$ cat config.mk
export PLATFORM = sky130hd
export DESIGN_NAME = job_table_engine_top
export DESIGN_NICKNAME = d
export VERILOG_FILES = /design/src/hw/rtl/jte_pkg.sv /design/src/hw/rtl/jte_datapath.sv /design/src/hw/rtl/jte_ctrl.sv /design/src/hw/rtl/job_table_engine_top.sv
export SDC_FILE = /design/constraint.sdc
export NUM_CORES = 1
export LEC_CHECK = 0
export BUFFER_PORTS_ARGS = -buffer_cell sky130_fd_sc_hd__buf_2
export CORE_ASPECT_RATIO = 1.25
export CORE_MARGIN = 1
export CORE_UTILIZATION = 35
export CTS_BUF_LIST = sky130_fd_sc_hd__clkbuf_2
export CTS_CLUSTER_DIAMETER = 200
export DETAILED_ROUTE_END_ITERATION = 8
export MAX_ROUTING_LAYER = met4
export SYNTH_ARGS = -nofsm -noshare
export SYNTH_HDL_FRONTEND = slang
export SYNTH_SLANG_ARGS = --single-unit
$ cat constraint.sdc
create_clock -name clk_i -period 7 [get_ports clk_i]
set_input_delay 1.4 -clock clk_i [delete_from_list [all_inputs] [get_ports clk_i]]
set_output_delay 1.4 -clock clk_i [all_outputs]
set_load 0.005 [all_outputs]
$ cat src/hw/rtl/jte_pkg.sv
package jte_pkg;

  localparam int JOB_SLOTS = 16;
  localparam int SLOT_W    = $clog2(JOB_SLOTS);
  localparam int OP_W      = 3;
  localparam int PID_W     = 22;
  localparam int JID_W     = 5;
  localparam int ST_W      = 2;
  localparam int TDATA_W   = 32;

  localparam logic [ST_W-1:0]  STATE_UNDEF = 2'd0;
  localparam logic [ST_W-1:0]  STATE_FG    = 2'd1;
  localparam logic [JID_W-1:0] JID_MAX     = '1;

  typedef enum logic [OP_W-1:0] {
    OP_ADD      = 3'd0,
    OP_DEL_PID  = 3'd1,
    OP_FIND_PID = 3'd2,
    OP_FIND_JID = 3'd3,
    OP_SET_PID  = 3'd4,
    OP_SET_JID  = 3'd5,
    OP_FIND_FG  = 3'd6
  } op_e;

  typedef enum logic [1:0] {
    ST_IDLE,
    ST_SCAN,
    ST_MAX,
    ST_EMIT
  } ctrl_state_e;

  typedef struct packed {
    logic load;
    logic step;
    logic apply;
    logic max_step;
    logic max_done;
    logic emit;
  } jte_cmd_t;

  typedef struct packed {
    logic key_ok;
    logic match;
    logic last;
    logic is_del;
  } jte_stat_t;

endpackage

$ cat src/hw/rtl/jte_datapath.sv
module jte_datapath (
  input  logic                       clk_i,
  input  logic                       rst_ni,
  input  jte_pkg::jte_cmd_t          cmd_i,
  output jte_pkg::jte_stat_t         stat_o,
  input  logic [jte_pkg::OP_W-1:0]   in_op_i,
  input  logic [jte_pkg::PID_W-1:0]  in_pid_i,
  input  logic [jte_pkg::JID_W-1:0]  in_jid_i,
  input  logic [jte_pkg::ST_W-1:0]   in_st_i,
  output logic                       out_hit_o,
  output logic [jte_pkg::PID_W-1:0]  out_pid_o,
  output logic [jte_pkg::JID_W-1:0]  out_jid_o,
  output logic [jte_pkg::ST_W-1:0]   out_st_o
);
  import jte_pkg::*;

  logic [PID_W-1:0]  slot_pid_q [JOB_SLOTS];
  logic [JID_W-1:0]  slot_jid_q [JOB_SLOTS];
  logic [ST_W-1:0]   slot_st_q  [JOB_SLOTS];
  logic [JID_W-1:0]  next_q;
  logic [SLOT_W-1:0] idx_q;
  logic [JID_W-1:0]  mx_q;

  logic [OP_W-1:0]   op_q;
  logic [PID_W-1:0]  key_pid_q;
  logic [JID_W-1:0]  key_jid_q;
  logic [ST_W-1:0]   key_st_q;

  logic              res_hit_q;
  logic [PID_W-1:0]  res_pid_q;
  logic [JID_W-1:0]  res_jid_q;
  logic [ST_W-1:0]   res_st_q;

  logic              out_hit_q;
  logic [PID_W-1:0]  out_pid_q;
  logic [JID_W-1:0]  out_jid_q;
  logic [ST_W-1:0]   out_st_q;

  logic [PID_W-1:0]  rd_pid;
  logic [JID_W-1:0]  rd_jid;
  logic [ST_W-1:0]   rd_st;
  logic              key_ok;
  logic              match;
  logic [JID_W:0]    add_nxt;
  logic [JID_W-1:0]  add_next_d;
  logic [JID_W-1:0]  mx_d;
  logic [JID_W:0]    mx_inc;
  logic [JID_W-1:0]  del_next_d;

  assign rd_pid = slot_pid_q[idx_q];
  assign rd_jid = slot_jid_q[idx_q];
  assign rd_st  = slot_st_q[idx_q];

  always_comb begin
    key_ok = 1'b0;
    match  = 1'b0;
    unique case (op_q) inside
      OP_ADD: begin
        key_ok = (key_pid_q != '0);
        match  = (rd_pid == '0);
      end
      OP_DEL_PID, OP_FIND_PID, OP_SET_PID: begin
        key_ok = (key_pid_q != '0);
        match  = (rd_pid == key_pid_q);
      end
      OP_FIND_JID, OP_SET_JID: begin
        key_ok = (key_jid_q != '0);
        match  = (rd_jid == key_jid_q);
      end
      OP_FIND_FG: begin
        key_ok = 1'b1;
        match  = (rd_st == STATE_FG);
      end
      default: begin
        key_ok = 1'b0;
        match  = 1'b0;
      end
    endcase
  end

  assign stat_o.key_ok = key_ok;
  assign stat_o.match  = match;
  assign stat_o.last   = (idx_q == SLOT_W'(JOB_SLOTS - 1));
  assign stat_o.is_del = (op_q == OP_DEL_PID);

  // add: wrap to 1 past the slot count
  assign add_nxt    = {1'b0, next_q} + (JID_W+1)'(1);
  assign add_next_d = (add_nxt > (JID_W+1)'(JOB_SLOTS)) ? JID_W'(1) : add_nxt[JID_W-1:0];

  // delete: largest remaining id plus one, saturating
  assign mx_d       = (rd_jid > mx_q) ? rd_jid : mx_q;
  assign mx_inc     = {1'b0, mx_d} + (JID_W+1)'(1);
  assign del_next_d = mx_inc[JID_W] ? JID_MAX : mx_inc[JID_W-1:0];

  always_ff @(posedge clk_i or negedge rst_ni) begin
    if (!rst_ni) begin
      for (int i = 0; i < JOB_SLOTS; i++) begin
        slot_pid_q[i] <= '0;
        slot_jid_q[i] <= '0;
        slot_st_q[i]  <= STATE_UNDEF;
      end
      next_q <= JID_W'(1);
    end else if (cmd_i.apply) begin
      unique case (op_q) inside
        OP_ADD: begin
          slot_pid_q[idx_q] <= key_pid_q;
          slot_jid_q[idx_q] <= next_q;
          slot_st_q[idx_q]  <= key_st_q;
          next_q            <= add_next_d;
        end
        OP_DEL_PID: begin
          slot_pid_q[idx_q] <= '0;
          slot_jid_q[idx_q] <= '0;
          slot_st_q[idx_q]  <= STATE_UNDEF;
        end
        OP_SET_PID, OP_SET_JID: begin
          slot_st_q[idx_q] <= key_st_q;
        end
        default: begin
        end
      endcase
    end else if (cmd_i.max_done) begin
      next_q <= del_next_d;
    end
  end

  always_ff @(posedge clk_i or negedge rst_ni) begin
    if (!rst_ni) begin
      idx_q <= '0;
      mx_q  <= '0;
    end else if (cmd_i.load || (cmd_i.apply && op_q == OP_DEL_PID)) begin
      idx_q <= '0;
      mx_q  <= '0;
    end else if (cmd_i.step || cmd_i.max_step) begin
      idx_q <= idx_q + SLOT_W'(1);
      if (cmd_i.max_step) begin
        mx_q <= mx_d;
      end
    end
  end

  always_ff @(posedge clk_i) begin
    if (cmd_i.load) begin
      op_q      <= in_op_i;
      key_pid_q <= in_pid_i;
      key_jid_q <= in_jid_i;
      key_st_q  <= in_st_i;
    end
  end

  always_ff @(posedge clk_i or negedge rst_ni) begin
    if (!rst_ni) begin
      res_hit_q <= 1'b0;
      res_pid_q <= '0;
      res_jid_q <= '0;
      res_st_q  <= '0;
    end else if (cmd_i.load) begin
      res_hit_q <= 1'b0;
      res_pid_q <= '0;
      res_jid_q <= '0;
      res_st_q  <= '0;
    end else if (cmd_i.apply) begin
      res_hit_q <= 1'b1;
      res_pid_q <= rd_pid;
      res_jid_q <= rd_jid;
      res_st_q  <= rd_st;
      unique case (op_q) inside
        OP_ADD: begin
          res_pid_q <= key_pid_q;
          res_jid_q <= next_q;
          res_st_q  <= key_st_q;
        end
        OP_DEL_PID: begin
          res_st_q <= STATE_UNDEF;
        end
        OP_SET_PID, OP_SET_JID: begin
          res_st_q <= key_st_q;
        end
        default: begin
        end
      endcase
    end
  end

  always_ff @(posedge clk_i or negedge rst_ni) begin
    if (!rst_ni) begin
      out_hit_q <= 1'b0;
      out_pid_q <= '0;
      out_jid_q <= '0;
      out_st_q  <= '0;
    end else if (cmd_i.emit) begin
      out_hit_q <= res_hit_q;
      out_pid_q <= res_pid_q;
      out_jid_q <= res_jid_q;
      out_st_q  <= res_st_q;
    end
  end

  assign out_hit_o = out_hit_q;
  assign out_pid_o = out_pid_q;
  assign out_jid_o = out_jid_q;
  assign out_st_o  = out_st_q;

  a_miss_zero: assert property (@(posedge clk_i) disable iff (!rst_ni)
    !out_hit_q |-> (out_pid_q == '0 && out_jid_q == '0 && out_st_q == '0))
    else $error("miss result carries nonzero fields");

  a_add_next_range: assert property (@(posedge clk_i) disable iff (!rst_ni)
    (cmd_i.apply && op_q == OP_ADD) |=>
      (next_q != '0 && next_q <= JID_W'(JOB_SLOTS)))
    else $error("next job id out of range after add");

  a_del_clears: assert property (@(posedge clk_i) disable iff (!rst_ni)
    (cmd_i.apply && op_q == OP_DEL_PID) |=> (slot_pid_q[$past(idx_q)] == '0))
    else $error("deleted slot not freed");

endmodule

$ cat src/hw/rtl/jte_ctrl.sv
module jte_ctrl (
  input  logic                clk_i,
  input  logic                rst_ni,
  input  logic                in_valid_i,
  output logic                in_ready_o,
  output logic                out_valid_o,
  input  logic                out_ready_i,
  output jte_pkg::jte_cmd_t   cmd_o,
  input  jte_pkg::jte_stat_t  stat_i
);
  import jte_pkg::*;

  ctrl_state_e state_q, state_d;
  logic        out_valid_q, out_valid_d;

  always_ff @(posedge clk_i or negedge rst_ni) begin
    if (!rst_ni) begin
      state_q     <= ST_IDLE;
      out_valid_q <= 1'b0;
    end else begin
      state_q     <= state_d;
      out_valid_q <= out_valid_d;
    end
  end

  always_comb begin
    state_d     = state_q;
    cmd_o       = '0;
    in_ready_o  = 1'b0;
    out_valid_d = out_valid_q && !out_ready_i;
    unique case (state_q)
      ST_IDLE: begin
        in_ready_o = 1'b1;
        if (in_valid_i) begin
          cmd_o.load = 1'b1;
          state_d    = ST_SCAN;
        end
      end
      ST_SCAN: begin
        if (!stat_i.key_ok) begin
          state_d = ST_EMIT;
        end else if (stat_i.match) begin
          cmd_o.apply = 1'b1;
          state_d     = stat_i.is_del ? ST_MAX : ST_EMIT;
        end else if (stat_i.last) begin
          state_d = ST_EMIT;
        end else begin
          cmd_o.step = 1'b1;
        end
      end
      ST_MAX: begin
        if (stat_i.last) begin
          cmd_o.max_done = 1'b1;
          state_d        = ST_EMIT;
        end else begin
          cmd_o.max_step = 1'b1;
        end
      end
      ST_EMIT: begin
        if (!out_valid_q || out_ready_i) begin
          cmd_o.emit  = 1'b1;
          out_valid_d = 1'b1;
          state_d     = ST_IDLE;
        end
      end
      default: begin
        state_d = ST_IDLE;
      end
    endcase
  end

  assign out_valid_o = out_valid_q;

  a_accept_scans: assert property (@(posedge clk_i) disable iff (!rst_ni)
    (in_valid_i && in_ready_o) |=> (state_q == ST_SCAN))
    else $error("accepted request did not start a scan");

  a_emit_waits: assert property (@(posedge clk_i) disable iff (!rst_ni)
    (state_q == ST_EMIT && out_valid_q && !out_ready_i) |=>
      (state_q == ST_EMIT && out_valid_q))
    else $error("result overwrote an untaken result");

endmodule

$ cat src/hw/rtl/job_table_engine_top.sv
// Lookups, adds and sets go from request to result through ST_SCAN and ST_EMIT
// (slot-by-slot scan, first match wins); a delete adds ST_MAX, a max-id scan over all slots.
// One request in flight: a new request is taken only after the last result is emitted.
// A finished result waits in the output register while the next request is taken.
// Reset (async, active low) frees all slots at once and sets the next job id to 1.
module job_table_engine_top (
  input  logic                        clk_i,
  input  logic                        rst_ni,
  input  logic                        s_axis_tvalid,
  output logic                        s_axis_tready,
  input  logic [jte_pkg::TDATA_W-1:0] s_axis_tdata,  // proc_id, job_key, new_state, zero pad
  input  logic [jte_pkg::OP_W-1:0]    s_axis_tuser,  // op
  output logic                        m_axis_tvalid,
  input  logic                        m_axis_tready,
  output logic [jte_pkg::TDATA_W-1:0] m_axis_tdata,  // out_pid, out_jid, out_state, zero pad
  output logic                        m_axis_tuser   // hit
);
  import jte_pkg::*;

  localparam int FIELDS_W = PID_W + JID_W + ST_W;

  jte_cmd_t         cmd;
  jte_stat_t        stat;
  logic [PID_W-1:0] out_pid;
  logic [JID_W-1:0] out_jid;
  logic [ST_W-1:0]  out_st;

  jte_ctrl u_ctrl (
    .clk_i       (clk_i),
    .rst_ni      (rst_ni),
    .in_valid_i  (s_axis_tvalid),
    .in_ready_o  (s_axis_tready),
    .out_valid_o (m_axis_tvalid),
    .out_ready_i (m_axis_tready),
    .cmd_o       (cmd),
    .stat_i      (stat)
  );

  jte_datapath u_datapath (
    .clk_i     (clk_i),
    .rst_ni    (rst_ni),
    .cmd_i     (cmd),
    .stat_o    (stat),
    .in_op_i   (s_axis_tuser),
    .in_pid_i  (s_axis_tdata[PID_W-1:0]),
    .in_jid_i  (s_axis_tdata[PID_W+JID_W-1:PID_W]),
    .in_st_i   (s_axis_tdata[FIELDS_W-1:PID_W+JID_W]),
    .out_hit_o (m_axis_tuser),
    .out_pid_o (out_pid),
    .out_jid_o (out_jid),
    .out_st_o  (out_st)
  );

  assign m_axis_tdata = {{(TDATA_W-FIELDS_W){1'b0}}, out_st, out_jid, out_pid};

endmodule
==> impl_results.md <==
- Status: finished clean
- Die area: 0.07850 mm²
- Register area share after synthesis: 53.54%
- Worst-Skew Late Latency: 1.35 ns
- Relative slew slack: 18.58%
- Synth async-reset ratio: 94.42%
- Syn Inst Count: 1,887
- Placed cell count: 2,821
- Clk root buf: clkbuf_2
- Post-synth top flop: dfrtp_1
- Fill cell count: 7,247
- RSZ-0062 raised after global routing: no
- Iteration-0 DRC Markers: 1,110
- GR Util All Layers: 19.51%
- Worst Setup Slack, final: 0.8284 ns
- Max Clock Skew: 0.1334 ns
- Critical path required time: 8.12 ns
- Sequential cell area: 0.01451 mm²
- Maximum vdd drop: 0.2187 mV
- Final nets: 2,048
- Pre-CTS WS: 0.9583 ns
- Multi-input logic area: 0.01184 mm²
- Row cnt: 113
- CTS tree: done
- First-pass GRT wire length: 110,900 µm
- # setup viols final: 0
- Gr ovfl total: 0
- IO Pins: 74
- Die width: 250.8 µm
- HP Class: in -> reg
- Antenna viol nets, final: 0
- Clk slew on worst S/H paths: 0.10 ns
- Max Freq: 162.0 MHz
- Final Cell Area: 0.02967 mm²
- Final WL: 71,990 µm
- Syn Std Cell Area: 0.02708 mm²
- Minimum clock period: 6.172 ns
- Pwr per Cell Area: 287.0 mW/mm²
- Synth unique cells: 62
- Syn avg cell area: 14.35 µm²
- Ratio of cells with drive above 1 in the final layout: 47.42%
- DR vias/cell: 5.468
- Cell Count, Final, Fillers Out: 3,070
- Starting density of the core: 35.47%
- CTS Buf Count: 150
- Post-synth EDFFs: 32
- Via count: 16,790
- Clock Path Buffers: 3
- Number of port buffers: 67
- Total number of yosys warnings: 0
- Leakage: 0.01468 µW
- Largest net degree at the start of global routing: 166
- Final RePlAce weighted congestion: 0.8514
- Dpl hpwl: 44,590 µm
- Die Height: 313.0 µm
- Clk sinks: 573
- Period utilization: 88.17%
- Worst-margin pin slew: 1.219 ns
- Final Max Slew Viols: 0
- Number of global-route vias before repair: 18,190
- TNS Setup: 0 ns
- Startpoint types: flip-flop
- Most frequent cells in the layout: dfrtp_1 (537), mux2_2 (476), clkbuf_2 (219), mux4_2 (117), buf_2 (66)
- Largest fanout on the critical path: 27
- CP Capture Type: flip-flop
- Max_cap viols: 0
- Area delta synth->final: 9.545%
- Commonest non-fill, non-tap cell in the layout: dfrtp_1
- Placed Area: 0.02839 mm²
- # DRC: 0
- H-tree depth: 4
- Antenna violations before repair: 2
- Crit path kind: reg -> reg
- Core Area: 0.07635 mm²
- Final Hold Viols: 0
- Crit path DAT: 7.29 ns
- Post-DR wirelength/cell: 23.45 µm
- First-pass DRT Iterations: 5
- Number of synthesized register bits: 573
==> routing by layer <==
metal / GRT usage [%] / routed length, µm / up-vias / share of wire, %
met2: 32.01 / 36400 / 496 / 51
li1: - / - / 7291 / -
met5: - / 0 / - / 0
met4: 8.310 / 2278 / 0 / 3.2
met3: 4.152 / 3544 / 146 / 4.9
met1: 23.18 / 29760 / 8855 / 41
==> area by class of cell <==
| cell class | count | area share [%] |
|---|---|---|
| antenna | 1 | 0.008435 |
| clock buffer | 219 | 3.694 |
| clock inverter | 28 | 0.5651 |
| inverter | 18 | 0.2277 |
| multi-input combinational | 1141 | 39.89 |
| sequential | 573 | 48.90 |
| tap | 977 | 4.120 |
| timing repair buffer | 113 | 2.589 |
==> stage by stage <==
stage / total power (µW) / util (%) / hold slack, ns
after floorplan: 5490 / - / 0.4587
after global placement: 6292 / 37.19 / 0.4676
after detailed placement: 6339 / 37.19 / 0.4810
after CTS: 8623 / 38.86 / 0.02733
after global routing: 9013 / 38.86 / 0.1061
final: 8514 / 38.86 / 0.2339
==> sequential cells by signal, summed over array words and instances, names as in the netlist, 3 cells and up <==
signal and cells:
u_datapath.mx_q 5, u_datapath.next_q 5, u_datapath.slot_jid_q 80, u_datapath.key_jid_q 5, u_datapath.slot_st_q 32, u_datapath.out_jid_o 5
u_datapath.idx_q 4, u_datapath.res_pid_q 22, u_datapath.out_pid_o 22, u_datapath.slot_pid_q 352, u_datapath.res_jid_q 5, u_datapath.key_pid_q 22
u_datapath.op_q 3
==> path summary, 6_finish.rpt <==
path                                                          start                                endpoint  slack [ns]  cells past startpoint
worst min-delay path                                s_axis_tuser[2]            u_datapath.op_q[2]$_DFFE_PP_        0.23                      1
worst max-delay path                u_datapath.idx_q[0]$_DFFE_PN0P_  u_datapath.slot_pid_q[324]$_DFFE_PN0P_        0.83                     12
worst max register to register      u_datapath.idx_q[0]$_DFFE_PN0P_  u_datapath.slot_pid_q[324]$_DFFE_PN0P_        0.83                     12
worst min register to register  u_datapath.res_pid_q[1]$_DFFE_PN0P_     u_datapath.out_pid_o[1]$_DFFE_PN0P_        0.48                      1
max in group asynchronous                                    rst_ni         u_datapath.idx_q[0]$_DFFE_PN0P_        4.72                      3
min in group asynchronous                                    rst_ni  u_datapath.slot_pid_q[226]$_DFFE_PN0P_        0.73                      2
==> what timing repair did <==
action / CTS / global route
gates resized for setup: 0 / 0
hold endpoints to repair: 53 / 0
endpoints found under the setup margin: 0 / 0
buffers inserted: 0 / 0
hold buffers: 1 / 0
==> critical path, stage by stage, from the launching register on <==
cell,delay [ns]
dfrtp_4,0.71
buf_12,0.30
buf_4,0.30
mux4_2,0.55
mux2i_1,0.37
o21ai_0,0.13
nor3_1,0.23
a31oi_1,0.09
or4_4,0.57
o41ai_4,0.57
nand2b_2,0.36
or4_2,1.26
mux2_2,0.49
==> report_power, final <==
part           switching [µW]  internal [µW]  total [µW]  leakage (µW)
Combinational            1330            961        2290       0.00585
Sequential                335           3630        3970       0.00782
Clock                    1360            898        2250       0.00101
Total                    3020           5490        8510        0.0147
==> Yosys cell counts (all sizes together) (2+ instances only) <==
cell | n | area [µm²]
dfrtp | 540 | 13510
mux2 | 506 | 5773
mux4 | 117 | 2635
buf | 86 | 452.9
clkbuf | 71 | 266.5
mux2i | 59 | 590.6
nand2 | 59 | 221.5
a21oi | 41 | 205.2
o21ai | 40 | 200.2
nand3 | 37 | 185.2
nor2 | 36 | 135.1
nor2b | 35 | 219.0
edfxtp | 32 | 960.9
xnor2 | 28 | 245.2
inv | 17 | 63.81
or4 | 17 | 135.1
a22oi | 16 | 120.1
and3 | 16 | 100.1
a211oi | 13 | 97.59
ha | 12 | 150.1
nand2b | 11 | 71.32
nand4 | 11 | 68.82
nor4 | 11 | 68.82
or3 | 11 | 68.82
nor3 | 9 | 45.04
xor2 | 9 | 78.83
o22ai | 5 | 31.28
a31oi | 4 | 25.02
nand4b | 4 | 41.29
and2 | 3 | 18.77
o31ai | 3 | 27.52
or3b | 3 | 26.28
nand3b | 2 | 15.01
o2111ai | 2 | 17.52
o221ai | 2 | 17.52
or4b | 2 | 20.02
==> kinds of logic after synthesis <==
kind of cell	Yosys count	share of synthesized area, %
and+or+nand+nor	270	5.401
xor gates and xnor gates	37	1.197
AOI/OAI and AO/OA	137	3.165
buffers and inverters	175	2.906
other	1	0.01385
muxes	682	33.23
DFF	573	53.54
adders and majority gates	12	0.5544
No activity file was read; power rests on OpenSTA's default activity.
